--- config.mk ---
export PLATFORM = sky130hd
export DESIGN_NAME = stream_find_and_replace
export DESIGN_NICKNAME = d
export VERILOG_FILES = /design/src/hdl/sfr_pkg.sv /design/src/hdl/stream_find_and_replace.sv
export SDC_FILE = /design/constraint.sdc
export NUM_CORES = 1
export LEC_CHECK = 0
export CORE_UTILIZATION = 55
export CTS_CLUSTER_DIAMETER = 100
export DETAILED_ROUTE_END_ITERATION = 10
export DONT_BUFFER_PORTS = 1
export GPL_TIMING_DRIVEN = 0
export PLACE_DENSITY_LB_ADDON = 0.12
export SLEW_MARGIN = 40
export SYNTH_ARGS = -nofsm -noshare
export SYNTH_HDL_FRONTEND = slang
export SYNTH_SLANG_ARGS = --single-unit
--- constraint.sdc ---
create_clock -name clock -period 12.91 [get_ports clock]
set_input_delay 0.6455 -clock clock [delete_from_list [all_inputs] [get_ports clock]]
set_output_delay 0.6455 -clock clock [all_outputs]
set_load 0.02 [all_outputs]
--- src/hdl/sfr_pkg.sv ---
// Shared constants and types for the stream find-and-replace block.
// Holds register indexes and the fixed field widths; no dependencies.
package sfr_pkg;

   localparam int BYTE_W  = 8;
   localparam int LEN_W   = 4;
   localparam int CFG_W   = 64;
   localparam int CSR_IDX_W = 3;

   typedef logic [BYTE_W-1:0] byte_type;
   typedef logic [LEN_W-1:0]  len_type;

   localparam logic [CSR_IDX_W-1:0] CSR_REPLACE_MODE = 3'd0;
   localparam logic [CSR_IDX_W-1:0] CSR_MATCH_BYTES  = 3'd1;
   localparam logic [CSR_IDX_W-1:0] CSR_MATCH_LEN    = 3'd2;
   localparam logic [CSR_IDX_W-1:0] CSR_WORD_BYTES   = 3'd3;
   localparam logic [CSR_IDX_W-1:0] CSR_WORD_LEN     = 3'd4;

   localparam logic MODE_SET     = 1'b0;
   localparam logic MODE_PATTERN = 1'b1;

endpackage

--- src/hdl/stream_find_and_replace.sv ---
// Stream find-and-replace: byte stream in, replaced byte stream out.
// Depends on sfr_pkg for register indexes and field widths.
//
//   channel | direction | handshake          | payload
//   req_    | in        | req_valid/req_stall | req_in_byte, req_in_last
//   rsp_    | out       | rsp_valid/rsp_stall | rsp_out_byte, rsp_run_last, rsp_stream_end
//   csr_    | in        | csr_valid/csr_ready | csr_index, csr_data
//
// Each word is matched in the cycle it is accepted; its results (up to the larger of
// MATCH_MAX and WORD_MAX bytes) are registered and leave one byte per cycle while rsp_stall is low.
// A word giving one byte is accepted every cycle while rsp_stall is low; a word giving n bytes
// holds the output register until all n have left, and a one-deep skid stage lets one further word in.
// Synchronous active-high reset clears the configuration registers (match length is set to 1),
// the held count, the output pointer and the stage valid flags; held and buffered bytes are left as they are.
// req_stall is high exactly while the skid stage is occupied.
module stream_find_and_replace
   import sfr_pkg::*;
#(
   parameter int MATCH_MAX = 8,
   parameter int WORD_MAX  = 8
) (
   input  logic                 clock,
   input  logic                 reset,
   input  logic                 req_valid,
   output logic                 req_stall,
   input  logic [BYTE_W-1:0]    req_in_byte,
   input  logic                 req_in_last,
   output logic                 rsp_valid,
   input  logic                 rsp_stall,
   output logic [BYTE_W-1:0]    rsp_out_byte,
   output logic                 rsp_run_last,
   output logic                 rsp_stream_end,
   input  logic                 csr_valid,
   output logic                 csr_ready,
   input  logic [CSR_IDX_W-1:0] csr_index,
   input  logic [CFG_W-1:0]     csr_data
);

   localparam int RES_MAX = (MATCH_MAX > WORD_MAX) ? MATCH_MAX : WORD_MAX;
   localparam int NUM_W   = $clog2(RES_MAX + 1);
   localparam int PTR_W   = (RES_MAX > 1) ? $clog2(RES_MAX) : 1;
   localparam int CNT_W   = $clog2(MATCH_MAX + 1);
   localparam len_type MATCH_MAX_L = len_type'(MATCH_MAX);
   localparam len_type WORD_MAX_L  = len_type'(WORD_MAX);

   // Configuration registers.
   logic              mode_ff;
   logic [CFG_W-1:0]  match_bytes_ff;
   len_type           match_len_ff;
   logic [CFG_W-1:0]  word_bytes_ff;
   len_type           word_len_ff;

   // Held window of a possible partial match.
   byte_type          held_ff [MATCH_MAX];
   byte_type          held_in [MATCH_MAX];
   logic [CNT_W-1:0]  held_count_ff;
   logic [CNT_W-1:0]  held_count_in;

   // Results of the word being accepted.
   byte_type          new_bytes [RES_MAX];
   logic [NUM_W-1:0]  new_num;

   // Skid stage and output stage.
   logic              a_valid_ff, a_valid_in;
   byte_type          a_bytes_ff [RES_MAX];
   logic [NUM_W-1:0]  a_num_ff;
   logic              a_last_ff;
   logic              b_valid_ff, b_valid_in;
   byte_type          b_bytes_ff [RES_MAX];
   logic [NUM_W-1:0]  b_num_ff;
   logic              b_last_ff;
   logic [PTR_W-1:0]  b_ptr_ff, b_ptr_in;

   logic              accept;
   logic              wr_cfg;
   logic              b_end;
   logic              b_done;
   logic              b_free;
   logic              load_b_from_a;
   logic              load_b_new;
   logic              load_a_new;

   assign csr_ready = 1'b1;
   assign wr_cfg    = csr_valid && csr_ready;
   assign req_stall = a_valid_ff;
   assign accept    = req_valid && !req_stall;

   // ---------------------------------------------------------------- matching
   always_comb begin
      len_type  len;
      len_type  wl;
      len_type  cnt0;
      len_type  cnt1;
      byte_type win [MATCH_MAX];
      logic     hit;
      logic     same;
      logic     full;
      logic     sel_word;
      logic     sel_win;
      byte_type wb;
      byte_type wn;

      len  = (match_len_ff > MATCH_MAX_L) ? MATCH_MAX_L : match_len_ff;
      wl   = (word_len_ff > WORD_MAX_L) ? WORD_MAX_L : word_len_ff;
      cnt0 = len_type'(held_count_ff);
      if (len == '0 || cnt0 > len - len_type'(1)) begin
         cnt0 = '0;
      end
      cnt1 = cnt0 + len_type'(1);
      full = (cnt1 == len);

      for (int i = 0; i < MATCH_MAX; i++) begin
         win[i] = (len_type'(i) == cnt0) ? req_in_byte : held_ff[i];
      end

      hit  = 1'b0;
      same = 1'b1;
      for (int i = 0; i < 8; i++) begin
         if (len_type'(i) < len && match_bytes_ff[8*i +: 8] == req_in_byte) begin
            hit = 1'b1;
         end
      end
      for (int i = 0; i < MATCH_MAX; i++) begin
         if (len_type'(i) < len && win[i] != match_bytes_ff[8*i +: 8]) begin
            same = 1'b0;
         end
      end

      sel_word      = 1'b0;
      sel_win       = 1'b0;
      new_num       = NUM_W'(1);
      held_count_in = '0;
      for (int i = 0; i < MATCH_MAX; i++) begin
         held_in[i] = win[i];
      end

      if (mode_ff == MODE_SET) begin
         if (hit) begin
            sel_word = 1'b1;
            new_num  = NUM_W'(wl);
         end
      end else if (len != '0) begin
         sel_win = 1'b1;
         if (full && same) begin
            sel_word = 1'b1;
            new_num  = NUM_W'(wl);
         end else if (full) begin
            // The oldest byte leaves; the rest slide down one place.
            for (int i = 0; i < MATCH_MAX; i++) begin
               held_in[i] = win[(i + 1) % MATCH_MAX];
            end
            new_num       = req_in_last ? NUM_W'(len) : NUM_W'(1);
            held_count_in = req_in_last ? '0 : CNT_W'(len - len_type'(1));
         end else begin
            new_num       = req_in_last ? NUM_W'(cnt1) : '0;
            held_count_in = req_in_last ? '0 : CNT_W'(cnt1);
         end
      end

      for (int i = 0; i < RES_MAX; i++) begin
         wb = (i < WORD_MAX) ? word_bytes_ff[8*i +: 8] : '0;
         wn = (i < MATCH_MAX) ? win[i % MATCH_MAX] : '0;
         if (sel_word) begin
            new_bytes[i] = wb;
         end else if (sel_win) begin
            new_bytes[i] = wn;
         end else begin
            new_bytes[i] = req_in_byte;
         end
      end
   end

   always_ff @(posedge clock) begin
      if (reset) begin
         mode_ff        <= MODE_SET;
         match_bytes_ff <= '0;
         match_len_ff   <= len_type'(1);
         word_bytes_ff  <= '0;
         word_len_ff    <= '0;
         held_count_ff  <= '0;
      end else if (wr_cfg) begin
         case (csr_index)
            CSR_REPLACE_MODE: begin
               mode_ff       <= csr_data[0];
               held_count_ff <= '0;
            end
            CSR_MATCH_BYTES: match_bytes_ff <= csr_data;
            CSR_MATCH_LEN: begin
               match_len_ff  <= csr_data[LEN_W-1:0];
               held_count_ff <= '0;
            end
            CSR_WORD_BYTES: word_bytes_ff <= csr_data;
            CSR_WORD_LEN:   word_len_ff   <= csr_data[LEN_W-1:0];
            default: ;
         endcase
      end else if (accept) begin
         held_count_ff <= held_count_in;
      end
   end

   always_ff @(posedge clock) begin
      if (accept) begin
         held_ff <= held_in;
      end
   end

   // ---------------------------------------------------------------- buffering
   assign b_end  = (NUM_W'(b_ptr_ff) == b_num_ff - NUM_W'(1));
   assign b_done = b_valid_ff && !rsp_stall && b_end;
   assign b_free = !b_valid_ff || b_done;

   always_comb begin
      load_b_from_a = b_free && a_valid_ff;
      load_b_new    = b_free && !a_valid_ff && accept && new_num != '0;
      load_a_new    = !b_free && accept && new_num != '0;

      a_valid_in = a_valid_ff;
      if (load_b_from_a) begin
         a_valid_in = 1'b0;
      end else if (load_a_new) begin
         a_valid_in = 1'b1;
      end

      b_valid_in = b_valid_ff;
      b_ptr_in   = b_ptr_ff;
      if (load_b_from_a || load_b_new) begin
         b_valid_in = 1'b1;
         b_ptr_in   = '0;
      end else if (b_done) begin
         b_valid_in = 1'b0;
      end else if (b_valid_ff && !rsp_stall) begin
         b_ptr_in = b_ptr_ff + PTR_W'(1);
      end
   end

   always_ff @(posedge clock) begin
      if (reset) begin
         a_valid_ff <= 1'b0;
         b_valid_ff <= 1'b0;
         b_ptr_ff   <= '0;
      end else begin
         a_valid_ff <= a_valid_in;
         b_valid_ff <= b_valid_in;
         b_ptr_ff   <= b_ptr_in;
      end
   end

   always_ff @(posedge clock) begin
      if (load_a_new) begin
         a_bytes_ff <= new_bytes;
         a_num_ff   <= new_num;
         a_last_ff  <= req_in_last;
      end
      if (load_b_from_a) begin
         b_bytes_ff <= a_bytes_ff;
         b_num_ff   <= a_num_ff;
         b_last_ff  <= a_last_ff;
      end else if (load_b_new) begin
         b_bytes_ff <= new_bytes;
         b_num_ff   <= new_num;
         b_last_ff  <= req_in_last;
      end
   end

   assign rsp_valid      = b_valid_ff;
   assign rsp_out_byte   = b_bytes_ff[b_ptr_ff];
   assign rsp_run_last   = b_end;
   assign rsp_stream_end = b_end && b_last_ff;

endmodule
* Word-level counts from Yosys, hierarchy flattened *
Cells that the tools add are included.

word-level totals
  logic and storage cells = 217
  output and inout port bits = 13
  register bits = 348
  memory bits (writable) = 0
  memories kept = 0
  input port bits = 81
  latch bits = 0
  ROM bits = 0

operators by class
  $mul = 0
  reductions and logical operators = 52
  equal/unequal tests = 30
  magnitude comparators = 12
  shift-type cells = 0
  multiplexer cells = 80
  bitwise operators = 2
  div/mod/pow operators = 0
  $add $sub $neg = 4

operator list
  kind                                                                 number
  64-bit two-way mux                                                   6
  8-bit two-way mux                                                    26
  4-bit two-way mux                                                    21
  8-bit == test                                                        8
  8-bit inequality test                                                8
  1-bit logical AND                                                    27
  1-bit two-way mux                                                    26
  8-bit binary-select mux with 3-bit select                            1
  3-bit by 4-bit == test with 1-bit output, first input constant       4
  3-bit by 4-bit < comparator with 1-bit output, first input constant  4
  2-bit AND reduction                                                  7
  2-bit by 4-bit == test with 1-bit output, first input constant       2
  4-bit greater-than comparator, second input constant                 2
  4-bit zero test                                                      2
  1-bit by 4-bit < comparator with 1-bit output, first input constant  2
  2-bit by 4-bit < comparator with 1-bit output, first input constant  2
  4-bit nonzero test                                                   2
  4-bit by 1-bit subtractor with 4-bit output, second input constant   2
  3-bit by 2-bit == test with 1-bit output, second input constant      2
  2-bit nonzero test                                                   3
  2-bit OR reduction                                                   3
  4-bit by 1-bit adder with 4-bit output, second input constant        1
  1-bit by 4-bit == test with 1-bit output, first input constant       1
  3-bit by 4-bit == test with 1-bit output                             1
  12 further kinds                                                     17

* Longest topological paths before layout *
  depth after elaboration = 26
  gate-level depth with buffers = 26

* Worst setup path after synthesis *
No wires, ideal clock.

  kind = reg2reg
  start point = reg match_len_ff[3]
  end point = reg a_bytes_ff[0] (netlist bit) (enable)
  data arrival time = 9,804 ps
  cell stages (with the launch flop) = 25
  setup slack = 2,525 ps
  clock period less this slack = 10,385 ps
  cells stage by stage = dfxtp_1 > clkbuf_1 > nand2b_1 > ha_1 > ha_1 > nor2b_4 > o2111a_1 > buf_6 > nor2_1 > buf_2 > and3_1 > inv_1 > ha_1 > and3_4 > and3_4 > buf_6 > a2111oi_4 > o211ai_1 > a21oi_1 > nand4_2 > or2_2 > clkbuf_1 > a221oi_1 > nor4_1 > nor3_1

on the way
  cells in the longest elaborated chain, start to end = 24

RTL lines
  what                                         RTL line                        source
  start: declaration                           stream_find_and_replace.sv:49   len_type match_len_ff;
  start signal: assignment                     stream_find_and_replace.sv:177  match_len_ff <= len_type'(1);
  start signal: assignment                     stream_find_and_replace.sv:189  match_len_ff <= csr_data[LEN_W-1:0];
  4-bit greater-than comparator                stream_find_and_replace.sv:103  len = (match_len_ff > MATCH_MAX_L) ? MATCH_MAX_L : match_len_ff;
  4-bit two-way mux (*)                        stream_find_and_replace.sv:103
  4-bit by 1-bit subtractor with 4-bit output  stream_find_and_replace.sv:106  if (len == '0 || cnt0 > len - len_type'(1)) begin
  4-bit greater-than comparator                stream_find_and_replace.sv:106
  1-bit logical OR                             stream_find_and_replace.sv:106
  4-bit two-way mux                            stream_find_and_replace.sv:106
  4-bit zero test                              stream_find_and_replace.sv:113  win[i] = (len_type'(i) == cnt0) ? req_in_byte : held_ff[i];
  8-bit two-way mux                            stream_find_and_replace.sv:113
  (+2 left out)                                --
  1-bit two-way mux (8 in series)              stream_find_and_replace.sv:124  if (len_type'(i) < len && win[i] != match_bytes_ff[8*i +: 8]) begin
  1-bit logical AND                            stream_find_and_replace.sv:144  if (full && same) begin
  4-bit two-way mux                            stream_find_and_replace.sv:144
  4-bit two-way mux                            stream_find_and_replace.sv:142  end else if (len != '0) begin
  4-bit two-way mux (*)                        stream_find_and_replace.sv:137  if (mode_ff == MODE_SET) begin
  4-bit nonzero test (*)                       stream_find_and_replace.sv:215  load_a_new = !b_free && accept && new_num != '0;
  1-bit logical AND (*)                        stream_find_and_replace.sv:215
  named net load_a_new                         stream_find_and_replace.sv:81   logic load_a_new;
  end signal: assignment                       stream_find_and_replace.sv:250  a_bytes_ff <= new_bytes;
  end: declaration                             stream_find_and_replace.sv:65   byte_type a_bytes_ff [RES_MAX];

Mark *: on every way through the listed nets, which the timed path passes. The rest lies on a longest branch.
A chain may end at the register's enable or synchronous reset.

* Final worst setup path *
  start point = reg match_len_ff[3]
  end point = reg a_bytes_ff[19] (netlist bit) (enable)

Same word-level chain as after synthesis.

==> flow_metrics.py <==
metrics = {
    "clock_network": {
        "cts-root-buf": "clkbuf_16",
        "ctsResizeCount": 0,
        "hold_buffers": 0,
        "cts_setup_buffers": 0,
        "cts_sinks": 348,
        "cts_inserted_buffers": 39,
        "cts_tree": "built",
        "htreeDepth": 2,
        "clkTransAtPathRegs_ps": 60,
        "worstSkewPairLatency_ps": 540,
        "cts_max_path_buffers": 3,
    },
    "synthesis": {
        "avgSynthCellArea_um2": 9.75,
        "synth_seq_cells": 348,
        "synth.most_common_cell": "nand2_1",
        "yosysSeqAreaShare_pct": 49.5,
        "synthArstFlopShare_pct": 0,
        "synth_edf_count": 202,
        "synth_warnings": 0,
        "synth_common_cells": "nand2_1 (391), a21oi_1 (219), edfxtp_1 (202), dfxtp_1 (146), nor2_1 (137)",
        "netlist_instances": 1864,
        "synthFlopType": "edfxtp_1",
        "synth_fp_nets": 1958,
        "synth.distinct_cells": 86,
        "yosysTopAreaCell": "edfxtp_1",
        "synth.top_cell.area_share_pct": 33.4,
        "synth.area.top_cells": "edfxtp_1 (33%), dfxtp_1 (16%), nand2_1 (8.1%)",
        "synth_area_um2": 18200,
    },
    "route": {
        "wire_per_inst_um": 26.1,
        "drc": 0,
        "final_antenna_net_count": 0,
        "first_pass_iters": 6,
        "vias": 15100,
        "drt_iter0_markers": 2062,
        "vias_per_cell": 6.32,
        "route.final.wire_length_um": 62300,
    },
    "pwr": {
        "peakVddDrop_mv": 0.0880,
        "power_mw": 2.75,
        "p_leak_nw": 7.40,
        "pwr_density_cell_nw_per_um2": 135,
    },
    "setup_path": {
        "cp-end-kind": "register",
        "slowest_stage": "o41ai_1",
        "cpPeakStageDelay_ps": 770,
        "start_kind": "register",
        "r2r_start": "match_len_ff[3]",
        "crit_type": "register to register",
        "crit_arrival_ps": 9350,
        "cp.required_ps": 13150,
        "reg2reg_slack_ps": 3800,
        "r2r_cells": 28,
        "timing.rr.end": "a_bytes_ff[19]",
        "path_max_fanout": 10,
    },
    "floorplan": {
        "row_count": 66,
        "die_h_um": 184,
        "core_area_um2": 32500,
        "dieArea_um2": 33800,
        "die_w_um": 184,
        "initial_core_util_pct": 55.9,
        "ios": 94,
    },
    "placement": {
        "place_hpwl_um": 46200,
        "port_buffers": 0,
        "gp_congestion": 1.02,
        "dp.cells": 2317,
    },
    "timing": {
        "finalCritPeriodShare_pct": 70.5,
        "fin_crit_ps": 9110,
        "hold_viol": 0,
        "finalMaxSlewViolations": 0,
        "relSlewSlack_pct": 36.0,
        "fin_skew_ps": 17.3,
        "tightest_slew_ps": 960,
        "rsz0062_at_grt": "false",
        "setup_viol": 0,
        "holdWs_ps": 215,
        "max_freq_ghz": 0.110,
    },
    "global_routing": {
        "antenna_found_initial": 1,
        "grt_pass1_wl_um": 90200,
        "grt_max_degree": 41,
        "grt_pass1_vias": 14000,
        "grt_use_total_pct": 36.8,
        "grt_overflow": 0,
    },
    "hold_path": {
        "hp-start": "req_in_last",
        "hold_class": "input port to register",
        "whs_path_depth": 0,
        "min_to": "a_last_ff",
    },
    "layout": {
        "multi_input_area_um2": 8500,
        "fin_util_pct": 62.3,
        "stdcell_count": 2389,
        "seq_area_um2": 8990,
        "fillers": 2823,
        "syn2layout_area_growth_pct": 11.5,
        "final_nets": 2011,
        "antenna_cells": 0,
        "drive_above_1_share_pct": 12.0,
    },
    "run": {
        "timing.max_cap.violations": 0,
    },
    "outcome": {
        "outcome": "complete, no violations",
    },
}
-- worst max-delay path: cells and delay by family, from the launching register on --
family,cells,cell delay (ps)
buffers and inverters,10,2760
XOR/XNOR,1,180
AO/OA/AOI/OAI,3,1480
multiplexers,1,180
flip-flops,1,420
AND/OR/NAND/NOR,10,2790
adder cells (fa/ha/maj),3,940
-- how the worst max path moves through the flow --
stage                    startpoint             end  cells past startpoint
finish              match_len_ff[3]  a_bytes_ff[19]                     28
CTS                 match_len_ff[3]  a_bytes_ff[19]                     27
detailed placement  match_len_ff[3]  a_bytes_ff[19]                     27
global route        match_len_ff[3]  a_bytes_ff[20]                     28
global placement    match_len_ff[3]  a_bytes_ff[19]                     22
floorplan           match_len_ff[3]   a_bytes_ff[0]                     24
-- layout make-up --
type	count	area share, %
tap	442	2.73
timing repair buffer	12	0.525
buffer	111	2.35
clock inverter	11	0.630
clock buffer	60	6.22
multi-input combinational	1337	41.9
sequential	348	44.4
inverter	68	1.27
-- flip-flops by register name, summed over array words and instances (netlist names), 3 cells and up --
| signal | count |
|---|---|
| a_bytes_ff | 64 |
| a_num_ff | 4 |
| b_bytes_ff | 64 |
| b_num_ff | 4 |
| b_ptr_ff | 3 |
| held_count_ff | 4 |
| held_ff | 64 |
| match_bytes_ff | 64 |
| match_len_ff | 4 |
| word_bytes_ff | 64 |
| word_len_ff | 4 |
-- logic make-up after synthesis --
group           count (synthesis)  share of synthesized area (%)
simple gates                  670                           16.0
compound gates                372                           13.2
flops                         348                           49.5
mux                           182                           11.7
buf+inv                       179                           3.97
xor+xnor                       99                           4.77
fa+ha+maj                      13                          0.895
other cells                     1                         0.0206
-- placed cells by master, fill, tap and decap left out, types with 35 or more instances in the layout --
cell	n
inv_1	66
xor2_1	36
xnor2_1	63
clkbuf_16	44
mux2i_1	85
edfxtp_1	202
nand2_1	391
nor2_1	133
clkbuf_1	87
nand3_1	35
dfxtp_1	146
a21oi_1	219
mux2_2	80
-- through the flow --
stage / cell area [um^2] / setup slack [ps] / TNS, ps
5_1_grt: 20300 / 3540 / 0
6_report: 20300 / 3800 / 0
2_1_floorplan: 18200 / 2520 / 0
3_5_place_dp: 18900 / 3740 / 0
4_1_cts: 20300 / 3690 / 0
3_3_place_gp: 18700 / -1590 / -108830
-- metal layers --
layer,vias up,routed length (um),global-route usage (%)
met5,-,0,0
met3,156,6940,8.16
met2,900,26900,55.5
met4,0,2930,15.3
met1,7303,25600,51.2
li1,6744,-,-
-- power by group --
part | switching (mW) | internal [mW]
logic | 0.176 | 0.0959
registers | 0.0457 | 1.25
clock network | 0.467 | 0.717
(Power assumes the default switching activity.)
